$ cat src/rtl/bloom_filter_add_query_macros.svh
// assertion macros for the bloom filter block
`ifndef BLOOM_FILTER_ADD_QUERY_MACROS_SVH
`define BLOOM_FILTER_ADD_QUERY_MACROS_SVH

// property that must hold at every edge outside reset
`define BF_ASSERT(label, clk, rst_n, prop, msg) \
	label: assert property (@(posedge clk) disable iff (!rst_n) (prop)) else $error(msg);

// consequent must hold in the same cycle as the antecedent
`define BF_IMPLY(label, clk, rst_n, ante, cons, msg) \
	label: assert property (@(posedge clk) disable iff (!rst_n) (ante) |-> (cons)) \
		else $error(msg);

`endif

$ cat src/rtl/bfaq_pkg.sv
`timescale 1ns / 1ps
package bfaq_pkg;
	localparam logic [31:0] SEED = 32'hbc9f1d34;
	localparam logic [31:0] C1 = 32'hcc9e2d51;
	localparam logic [31:0] C2 = 32'h1b873593;
	localparam logic [31:0] N1 = 32'he6546b64;
	localparam logic [31:0] F1 = 32'h85ebca6b;
	localparam logic [31:0] F2 = 32'hc2b2ae35;
	localparam logic [1:0] REG_BIT_COUNT = 2'd0;
	localparam logic [1:0] REG_HASH_COUNT = 2'd1;
	localparam logic MODE_ADD = 1'b0;
	localparam logic MODE_QUERY = 1'b1;

	typedef enum logic [3:0] {
		ST_IDLE, ST_SCR1, ST_SCR2, ST_SCR3, ST_FIN1, ST_FIN2, ST_FIN3,
		ST_MOD, ST_ACC, ST_CHK, ST_DONE
	} state_t;

	typedef struct packed {
		logic load_word;
		logic scr_mul1;
		logic scr_mul2;
		logic absorb;
		logic fin_start;
		logic fin_mul1;
		logic fin_mul2;
		logic mod_start;
		logic mem_rd;
		logic mem_chk;
		logic probe_next;
		logic clear_key;
	} dp_cmd_t;

	typedef struct packed {
		logic is_last;
		logic mod_done;
		logic probes_zero;
	} dp_sts_t;

	function automatic logic [31:0] rotl(input logic [31:0] x, input int r);
		rotl = (x << r) | (x >> (32 - r));
	endfunction
endpackage

$ cat src/rtl/bfaq_ctrl.sv
`timescale 1ns / 1ps
module bfaq_ctrl (
	input  logic              clk,
	input  logic              arst_n,
	input  logic              start,
	input  logic              clr_busy,
	input  bfaq_pkg::dp_sts_t sts,
	output bfaq_pkg::dp_cmd_t cmd,
	output logic              busy,
	output logic              strobe
);
	bfaq_pkg::state_t state_q, state_d;

	always_ff @(posedge clk or negedge arst_n) begin
		if (!arst_n) state_q <= bfaq_pkg::ST_IDLE;
		else state_q <= state_d;
	end

	always_comb begin
		state_d = state_q;
		case (state_q)
			bfaq_pkg::ST_IDLE: if (start && !clr_busy) state_d = bfaq_pkg::ST_SCR1;
			bfaq_pkg::ST_SCR1: state_d = bfaq_pkg::ST_SCR2;
			bfaq_pkg::ST_SCR2: state_d = bfaq_pkg::ST_SCR3;
			bfaq_pkg::ST_SCR3: state_d = sts.is_last ? bfaq_pkg::ST_FIN1 : bfaq_pkg::ST_IDLE;
			bfaq_pkg::ST_FIN1: state_d = bfaq_pkg::ST_FIN2;
			bfaq_pkg::ST_FIN2: state_d = bfaq_pkg::ST_FIN3;
			bfaq_pkg::ST_FIN3: state_d = sts.probes_zero ? bfaq_pkg::ST_DONE : bfaq_pkg::ST_MOD;
			bfaq_pkg::ST_MOD: if (sts.mod_done) state_d = bfaq_pkg::ST_ACC;
			bfaq_pkg::ST_ACC: state_d = bfaq_pkg::ST_CHK;
			bfaq_pkg::ST_CHK: state_d = sts.probes_zero ? bfaq_pkg::ST_DONE : bfaq_pkg::ST_MOD;
			bfaq_pkg::ST_DONE: state_d = bfaq_pkg::ST_IDLE;
			default: state_d = bfaq_pkg::ST_IDLE;
		endcase
	end

	always_comb begin
		cmd = '0;
		busy = 1'b1;
		strobe = 1'b0;
		case (state_q)
			bfaq_pkg::ST_IDLE: begin
				busy = clr_busy;
				cmd.load_word = start && !clr_busy;
			end
			bfaq_pkg::ST_SCR1: cmd.scr_mul1 = 1'b1;
			bfaq_pkg::ST_SCR2: cmd.scr_mul2 = 1'b1;
			bfaq_pkg::ST_SCR3: cmd.absorb = 1'b1;
			bfaq_pkg::ST_FIN1: cmd.fin_start = 1'b1;
			bfaq_pkg::ST_FIN2: cmd.fin_mul1 = 1'b1;
			bfaq_pkg::ST_FIN3: begin
				cmd.fin_mul2 = 1'b1;
				cmd.mod_start = !sts.probes_zero;
			end
			bfaq_pkg::ST_MOD: cmd.mem_rd = sts.mod_done;
			bfaq_pkg::ST_ACC: ;
			bfaq_pkg::ST_CHK: begin
				cmd.mem_chk = 1'b1;
				cmd.probe_next = 1'b1;
				cmd.mod_start = !sts.probes_zero;
			end
			bfaq_pkg::ST_DONE: begin
				strobe = 1'b1;
				cmd.clear_key = 1'b1;
			end
			default: ;
		endcase
	end
endmodule

$ cat config.mk
export PLATFORM = sky130hd
export DESIGN_NAME = bfaq_ctrl
export DESIGN_NICKNAME = d
export VERILOG_FILES = /design/src/rtl/bloom_filter_add_query_macros.svh /design/src/rtl/bfaq_pkg.sv /design/src/rtl/bfaq_ctrl.sv
export SDC_FILE = /design/constraint.sdc
export NUM_CORES = 1
export LEC_CHECK = 0
export BUFFER_PORTS_ARGS = -buffer_cell sky130_fd_sc_hd__buf_2
export CORE_AREA = 2 2 39 41
export CTS_CLUSTER_SIZE = 10
export DETAILED_ROUTE_END_ITERATION = 16
export DIE_AREA = 0 0 41 43
export SYNTH_ARGS = -nofsm -noshare
export SYNTH_HDL_FRONTEND = slang
export SYNTH_SLANG_ARGS = --single-unit
$ cat constraint.sdc
create_clock -name clk -period 2.08 [get_ports clk]
set_input_delay 0.416 -clock clk [delete_from_list [all_inputs] [get_ports clk]]
set_output_delay 0.416 -clock clk [all_outputs]
set_load 0.005 [all_outputs]
==> results of run 1 <==
-- synthesized netlist by cell type (2+ instances only) --
master    instances  area share, %
nor2b_1           2            3.1
buf_2             2            2.5
nand2_1           3            2.8
nor3b_2           2            6.2
buf_4             2            3.7
o21ai_0           2            2.5
nor2_1            5            4.6
inv_1             4            3.7
nor3_1            4            4.9
nand2b_1          5            7.7
a21oi_1           3            3.7
dfrtp_1           4             25
-- kinds of logic after synthesis --
family,after synthesis,share of synthesized area [%]
simple gates,26,38.9
compound gates,14,22.8
buf+inv,10,13.6
flops,4,24.7
-- where the power goes --
part / internal (mW) / total, mW / switching, mW
Sequential: 0.117 / 0.189 / 0.0726
Combinational: 0.214 / 0.424 / 0.209
Clock: 0.0645 / 0.0952 / 0.0307
-- worst max-delay path by stage --
stage / start / end / cells past startpoint
floorplan: state_q[0] / cmd[11] / 3
global placement: state_q[3] / cmd[11] / 3
detailed placement: state_q[3] / cmd[11] / 3
CTS: state_q[3] / cmd[11] / 3
global route: state_q[3] / cmd[11] / 3
finish: state_q[3] / cmd[11] / 3
-- layout make-up --
class / count / area (um2) / area share (%)
clock buffers: 3 / 22.5 / 4.23
inverters: 4 / 15.0 / 2.82
multi-input cells: 40 / 250 / 46.9
flip-flops and latches: 4 / 100 / 18.8
well taps: 16 / 20.0 / 3.76
repair buffers: 23 / 125 / 23.5
-- per-stage QoR --
| step | total power [mW] | cell area, um2 | instances | setup WS [ns] |
|---|---|---|---|---|
| floorplan | 0.500 | 405 | 54 | 0.464 |
| global placement | 0.613 | 500 | 86 | 0.373 |
| detailed placement | 0.614 | 500 | 86 | 0.340 |
| CTS | 0.719 | 533 | 90 | 0.0758 |
| global route | 0.780 | 533 | 90 | 0.0191 |
| finish | 0.708 | 533 | 90 | 0.105 |
-- per-layer routing --
layer,wire length [um],global-route usage [%]
met1,442,15.7
met2,473,17.2
met3,43,1.57
met4,0,10.0
met5,0,0
-- what timing repair did --
item	4_1_cts	5_1_grt
endpoints found under the hold margin	4	0
hold buffers	1	0
resized for setup	0	0
==> flow_summary.toml, run 1 <==
[die]
rows = 14
start_util_pct = 29.3
design.die.area_um2 = 1760
fp.dieW_um = 41
core-area_um2 = 1380
io_pins = 21
die_h_um = 43

[timing]
min_period_ns = 1.98
tightest_slew_ns = 0.357
finalSetupViolations = 0
max_freq_mhz = 506
rsz0062_at_grt = "no"
finalHoldViolations = 0
whs_ns = 0.407
finalCritPeriodShare_pct = 95.0
maxSlewViolCount = 0
max-slew-margin-rel_pct = 76.2
setup_tns_ns = 0
fin_skew_ns = 0.00151

[clock_network]
cts.sink_count = 4
clk_pin_slew_ns = 0.04
htreeDepth = 1
cts_made_buffers = 3
cts_setup_buffers = 0
worstSkewPairLatency_ns = 0.23
cts.path.max_buffers = 2
cts_tree = "built"
cts_root_buffer = "clkbuf_4"

[worst_setup_path]
crit_chain = "or4_4 -> nor3b_2 -> buf_2"
r2r_end = "state_q[0]"
critical_path.startpoint_type = "register"
path_max_fanout = 14
cp_data_required_time_ns = 1.66
r2r-start = "state_q[3]"
crit_arrival_ns = 1.56
reg2reg_setup_slack_ns = 0.70
cpPeakStageDelay_ns = 0.55
crit_path_end_kind = "output pin"
crit_slowest_cell = "or4_4"
rr_worst_depth = 3
critical_path_class = "reg2out"
cp_top_family = "simple AND/OR/NAND/NOR gates"
timing.critical_path.buf_inv = 1

[cells_and_area]
final_util_pct = 38.5
final_cell_mix = "buf_2 (20), nand2b_1 (5), nor2_1 (5)"
layout-drive-gt1-share_pct = 39.2
layout_commonest_cell = "buf_2"
fillCellCount = 150
nNetsFinal = 83
antennaDiodeCount = 0
top_register = "state_q"
largest_reg_flops = 4
area_delta_synth_final_pct = 31.5
top_regs = "state_q: 4 flops"

[drt]
drc = 0
drt_iter0_drc = 10
first_pass_iters = 2
post_drt_wl_per_cell_um = 10.7
routed_wl_um = 960
dr_total_vias = 425
antenna_left = 0
viasPerCell = 4.72

[job]
cap_violations = 0

[synthesis]
avgSynthCellArea_um2 = 7.51
ys_ff_latch = 4
ys.flop_type = "dfrtp_1"
ys_types = 28
synth_warnings = 0
syn-cell-area_um2 = 405
yosysSeqAreaShare_pct = 24.7
async_flop_share_pct = 100
syn_inst = 54
synth-edff-count = 0
synth_nets = 61

[placement]
io_buffers = 20
gp_congestion = 0.798
hpwl_um = 744

[grt]
grt_pass1_wl_um = 1430
grt_pass1_vias = 356
antenna_found_initial = 0
grt_max_degree = 15
grt_usage_pct = 12.2
gr-total-overflow = 0

[power]
ir_worst_vdd_mv = 0.514
cellLeakagePower_nw = 0.268
power_density_nw_per_um2 = 1330

[worst_hold_path]
holdPathEnd = "state_q[0]"
holdPathStages = 2
min_from = "sts[1]"
hp-class = "in2reg"

[outcome]
status = "finished, final reports clean"
(Power assumes the default switching activity.)
==> run 2, diff against run 1 <==
REMOVE_ABC_BUFFERS = 1   (was not set)
==> run 2 against run 1 <==
  * Critical path depth unchanged
  * Die area unchanged
  * Worst hold slack got worse by 0.017 ns
  * Via count increased by 4.2%
  * Power increased by 0.80%
  * Flip-flop and latch count is the same
  * Clock power up 2.9%
  * Cell count did not move
  * Worst setup slack got worse by 0.00073 ns
  * Fmax is essentially flat
  * Sequential power increased by 3%
  * Combinational power hardly changed
  * Largest cell class unchanged
==> flow_summary.toml, run 2 (synthesized netlist as in run 1, its figures left out) <==
[die]
start_util_pct = 29.3
io_pins = 21
design.die.area_um2 = 1760
fp.dieW_um = 41
die_h_um = 43
core-area_um2 = 1380
rows = 14

[placement]
gp_congestion = 0.843
preCtsSetupSlack_ns = 0.355
io_buffers = 20
hpwl_um = 726
dpl_cell_area_um2 = 500

[worst_setup_path]
critPathLaunch = "state_q[0]"
reg2reg_setup_slack_ns = 0.70
crit_chain = "or4_4 -> nor3b_2 -> buf_2"
cpPeakStageDelay_ns = 0.59
endpoint = "cmd[11]"
rr_worst_depth = 3
path_max_fanout = 10
cp_data_required_time_ns = 1.66
crit_arrival_ns = 1.56
critical_path.startpoint_type = "register"
crit_path_end_kind = "output pin"
crit_slowest_cell = "or4_4"
r2r-start = "state_q[0]"
critical_path_class = "reg2out"
r2r_end = "state_q[0]"

[drt]
viasPerCell = 4.92
post_drt_wl_per_cell_um = 11.0
routed_wl_um = 988
drt_iter0_drc = 8
antenna_left = 0
first_pass_iters = 4
drc = 0
dr_total_vias = 443

[cells_and_area]
multiInputGateArea_um2 = 250
layout-drive-gt1-share_pct = 39.2
layout_commonest_cell = "buf_2"
top_regs = "state_q: 4 flops"
antennaDiodeCount = 0
largest_reg_flops = 4
final_cell_mix = "buf_2 (20), nand2b_1 (5), nor2_1 (5)"
top_register = "state_q"
fin_area_um2 = 533
fillCellCount = 151
final_util_pct = 38.5
ff_latch_area_um2 = 100
area_delta_synth_final_pct = 31.5
nNetsFinal = 83

[clock_network]
cts_made_buffers = 3
clk_pin_slew_ns = 0.04
cts.sink_count = 4
worstSkewPairLatency_ns = 0.24
cts_tree = "built"
htreeDepth = 1
cts_root_buffer = "clkbuf_4"
cts.path.max_buffers = 2
cts_setup_buffers = 0
cts_resized = 0

[worst_hold_path]
hp-class = "in2reg"

[grt]
grt_max_degree = 14
grt_usage_pct = 13.8
use_met3_pct = 3.14
grt_pass1_wl_um = 1600
busiest_layer = "met2"
gr-total-overflow = 0
use_met1_pct = 17.2
use_met2_pct = 19.7
antenna_found_initial = 0
grt_pass1_vias = 397

[timing]
max_freq_mhz = 506
tightest_slew_ns = 0.414
rsz0062_at_grt = "no"
setup_slack_ns = 0.104
finalCritPeriodShare_pct = 95.0
setup_tns_ns = 0
max-slew-margin-rel_pct = 72.4
min_period_ns = 1.98
maxSlewViolCount = 0
finalHoldViolations = 0
finalSetupViolations = 0
fin_skew_ns = 0.00430

[power]
finalPower_uw = 714
power_density_nw_per_um2 = 1340
cellLeakagePower_nw = 0.268
ir_worst_vdd_mv = 0.417

[job]
cap_violations = 0

[outcome]
status = "finished, final reports clean"
[run 2: cell counts in the layout (fill, tap and decap cells not counted)]
Identical to the previous run, type by type.
[run 2: worst min path at each step]
stage                       from          to  slack, ns  cells after the start
after global routing      sts[1]  state_q[0]       0.39                      2
after CTS                 sts[1]  state_q[0]       0.39                      2
after global placement    arst_n  state_q[2]       0.22                      1
after floorplan           arst_n  state_q[0]       0.12                      0
final                     sts[1]  state_q[0]       0.39                      2
after detailed placement  arst_n  state_q[2]       0.22                      1
[run 2: cell type report]
class	instances	share of cell area, %
Tap cell	16	3.76
Multi-Input combinational cell	40	46.9
Inverter	4	2.82
Timing Repair Buffer	23	23.5
Sequential cell	4	18.8
Clock buffer	3	4.23
[run 2: worst max-delay path, delay by kind of cell (launching register included)]
kind	cells	cell delay [ns]
simple gates	2	0.74
flops	1	0.46
buf+inv	1	0.12
[run 2: metrics by stage]
step                hold WS (ns)  std cells
finish                     0.390         90
global route               0.391         90
CTS                        0.387         90
detailed placement         0.225         86
global placement           0.220         86
floorplan                  0.120         48
[run 2: repair_timing]
action,CTS,global route
endpoints found under the setup margin,0,0
hold buffers,1,0
hold endpoints to repair,4,0
[run 2: power by group]
| group | internal [mW] | total [mW] | switching (mW) |
|---|---|---|---|
| clock network | 0.0647 | 0.0980 | 0.0333 |
| registers | 0.116 | 0.195 | 0.0788 |
| logic | 0.213 | 0.421 | 0.208 |
| total | 0.394 | 0.714 | 0.320 |
[run 2: routing by layer]
| layer | vias to the layer above | wire length, um |
|---|---|---|
| li1 | 225 | - |
| met1 | 197 | 403 |
| met2 | 21 | 507 |
| met3 | 0 | 76 |
| met4 | 0 | 0 |
| met5 | - | 0 |
==> run 3, diff against run 2 <==
==> constraint.sdc (replaced) <==
create_clock -name clk -period 2.08 [get_ports clk]
set_input_delay 0.104 -clock clk [delete_from_list [all_inputs] [get_ports clk]]
set_output_delay 0.104 -clock clk [all_outputs]
set_load 0.005 [all_outputs]
==> run 3 against run 2 <==
  * Power decreased by 4.7%
  * Via count is 0.68% lower
  * Fmax rose by 17%
  * Die area stayed put
  * Largest cell class unchanged
  * Critical path depth stayed put
  * Combinational power is 15% lower
  * Worst hold slack worse by 0.29 ns
  * Critical endpoint unchanged
  * Register-to-register slack got worse by 0.04 ns
  * Clock-buffer cell count unchanged
  * Cell area down 2.8%
  * Clock power is 3.0% lower
  * Sequential share of layout area rose by 0.54 points
==> flow_summary.toml, run 3 (synthesized netlist as in run 1, its figures left out) <==
[cells_and_area]
nNetsFinal = 81
largest_reg_flops = 4
fillCellCount = 143
antennaDiodeCount = 0
layout_commonest_cell = "buf_2"
area_delta_synth_final_pct = 27.8
top_regs = "state_q: 4 flops"
layout-drive-gt1-share_pct = 37.5
final_cell_mix = "buf_2 (20), nand2b_1 (5), nor2_1 (5)"
top_register = "state_q"
final_util_pct = 37.4

[worst_hold_path]
holdPathStages = 2
hp-class = "in2reg"

[timing]
finalCritPeriodShare_pct = 81.5
finalSetupViolations = 0
setup_slack_ns = 0.385
finalHoldViolations = 0
setup_tns_ns = 0
rsz0062_at_grt = "no"
maxSlewViolCount = 0
fin_skew_ns = 0.0000412
min_period_ns = 1.70
max_freq_mhz = 590
max-slew-margin-rel_pct = 75.2
tightest_slew_ns = 0.372

[drt]
viasPerCell = 5.00
first_pass_iters = 4
drt_iter0_drc = 10
antenna_left = 0
dr_total_vias = 440
drc = 0
routed_wl_um = 960
post_drt_wl_per_cell_um = 10.9

[die]
start_util_pct = 29.3
core-area_um2 = 1380
io_pins = 21
fp.dieW_um = 41
rows = 14
die_h_um = 43
design.die.area_um2 = 1760

[power]
cellLeakagePower_nw = 0.258
ir_worst_vdd_mv = 0.471
power_density_nw_per_um2 = 1310

[placement]
hpwl_um = 733
preCtsSetupSlack_ns = 0.625
gp_congestion = 0.775
io_buffers = 20

[worst_setup_path]
crit_arrival_ns = 1.59
crit_path_end_kind = "output pin"
crit_slowest_cell = "or4_4"
cp_data_required_time_ns = 1.98
crit_chain = "or4_4 -> nor3b_2 -> buf_2"
path_max_fanout = 10
cpPeakStageDelay_ns = 0.60
critical_path.startpoint_type = "register"
rr_worst_depth = 3
critical_path_class = "reg2out"

[grt]
grt_pass1_vias = 366
gr-total-overflow = 0
grt_max_degree = 15
antenna_found_initial = 0
grt_usage_pct = 12.4
grt_pass1_wl_um = 1490

[outcome]
status = "finished, final reports clean"

[clock_network]
cts_root_buffer = "clkbuf_4"
clk_pin_slew_ns = 0.04
worstSkewPairLatency_ns = 0.23
htreeDepth = 1
cts_setup_buffers = 0
postCtsHoldBufs = 1
cts_made_buffers = 3
cts_resized = 0
cts.path.max_buffers = 2
cts.sink_count = 4
cts_tree = "built"

[job]
cap_violations = 0
-- run 3: cell count changes in the layout (fill, tap and decap cells not counted) --
cell,previous run,this run
buf_4,2,0
-- run 3: path summary, 6_finish.rpt --
| path | end | startpoint | slack (ns) |
|---|---|---|---|
| hold / removal | state_q[0] | sts[1] | 0.1 |
| setup reg to reg | state_q[0] | state_q[0] | 0.66 |
| setup / recovery | cmd[11] | state_q[0] | 0.38 |
| min in group asynchronous | state_q[3] | arst_n | 0.20 |
| hold reg to reg | state_q[3] | state_q[0] | 0.72 |
| max in group asynchronous | state_q[1] | arst_n | 1.76 |
-- run 3: power breakdown --
| part | internal, mW | switching, mW | leakage [nW] |
|---|---|---|---|
| Clock | 0.0645 | 0.0307 | 0.0138 |
| Combinational | 0.190 | 0.167 | 0.194 |
| Sequential | 0.116 | 0.113 | 0.0504 |
| Total | 0.370 | 0.310 | 0.258 |
-- run 3: cell type report --
type | instances | area [um2] | area share, %
clock buffer | 3 | 22.5 | 4.35
sequential | 4 | 100 | 19.3
inverter | 4 | 15.0 | 2.90
timing repair buffer | 21 | 110 | 21.3
tap | 16 | 20.0 | 3.86
multi-input combinational | 40 | 250 | 48.3
-- run 3: worst max-delay path, delay by kind of cell (launching register included) --
kind                   cells  cell delay [ns]
buffers and inverters      1             0.12
flip-flops                 1             0.48
AND/OR/NAND/NOR            2             0.76
-- run 3: layer usage --
metal  vias to the layer above  global-route usage [%]  wire (um)
met5                         -                       0          0
met3                         0                    1.57         62
met2                        17                    18.1        478
met4                         0                    8.00          0
li1                        222                       -          -
met1                       201                    16.3        418
-- run 3: through the flow --
stage	hold slack (ns)	instance area [um2]	power (mW)	cells
floorplan	-0.192	365	0.451	48
global placement	-0.0913	485	0.583	84
detailed placement	-0.0875	485	0.585	84
CTS	0.0953	518	0.687	88
global route	0.0962	518	0.757	88
finish	0.0958	518	0.681	88
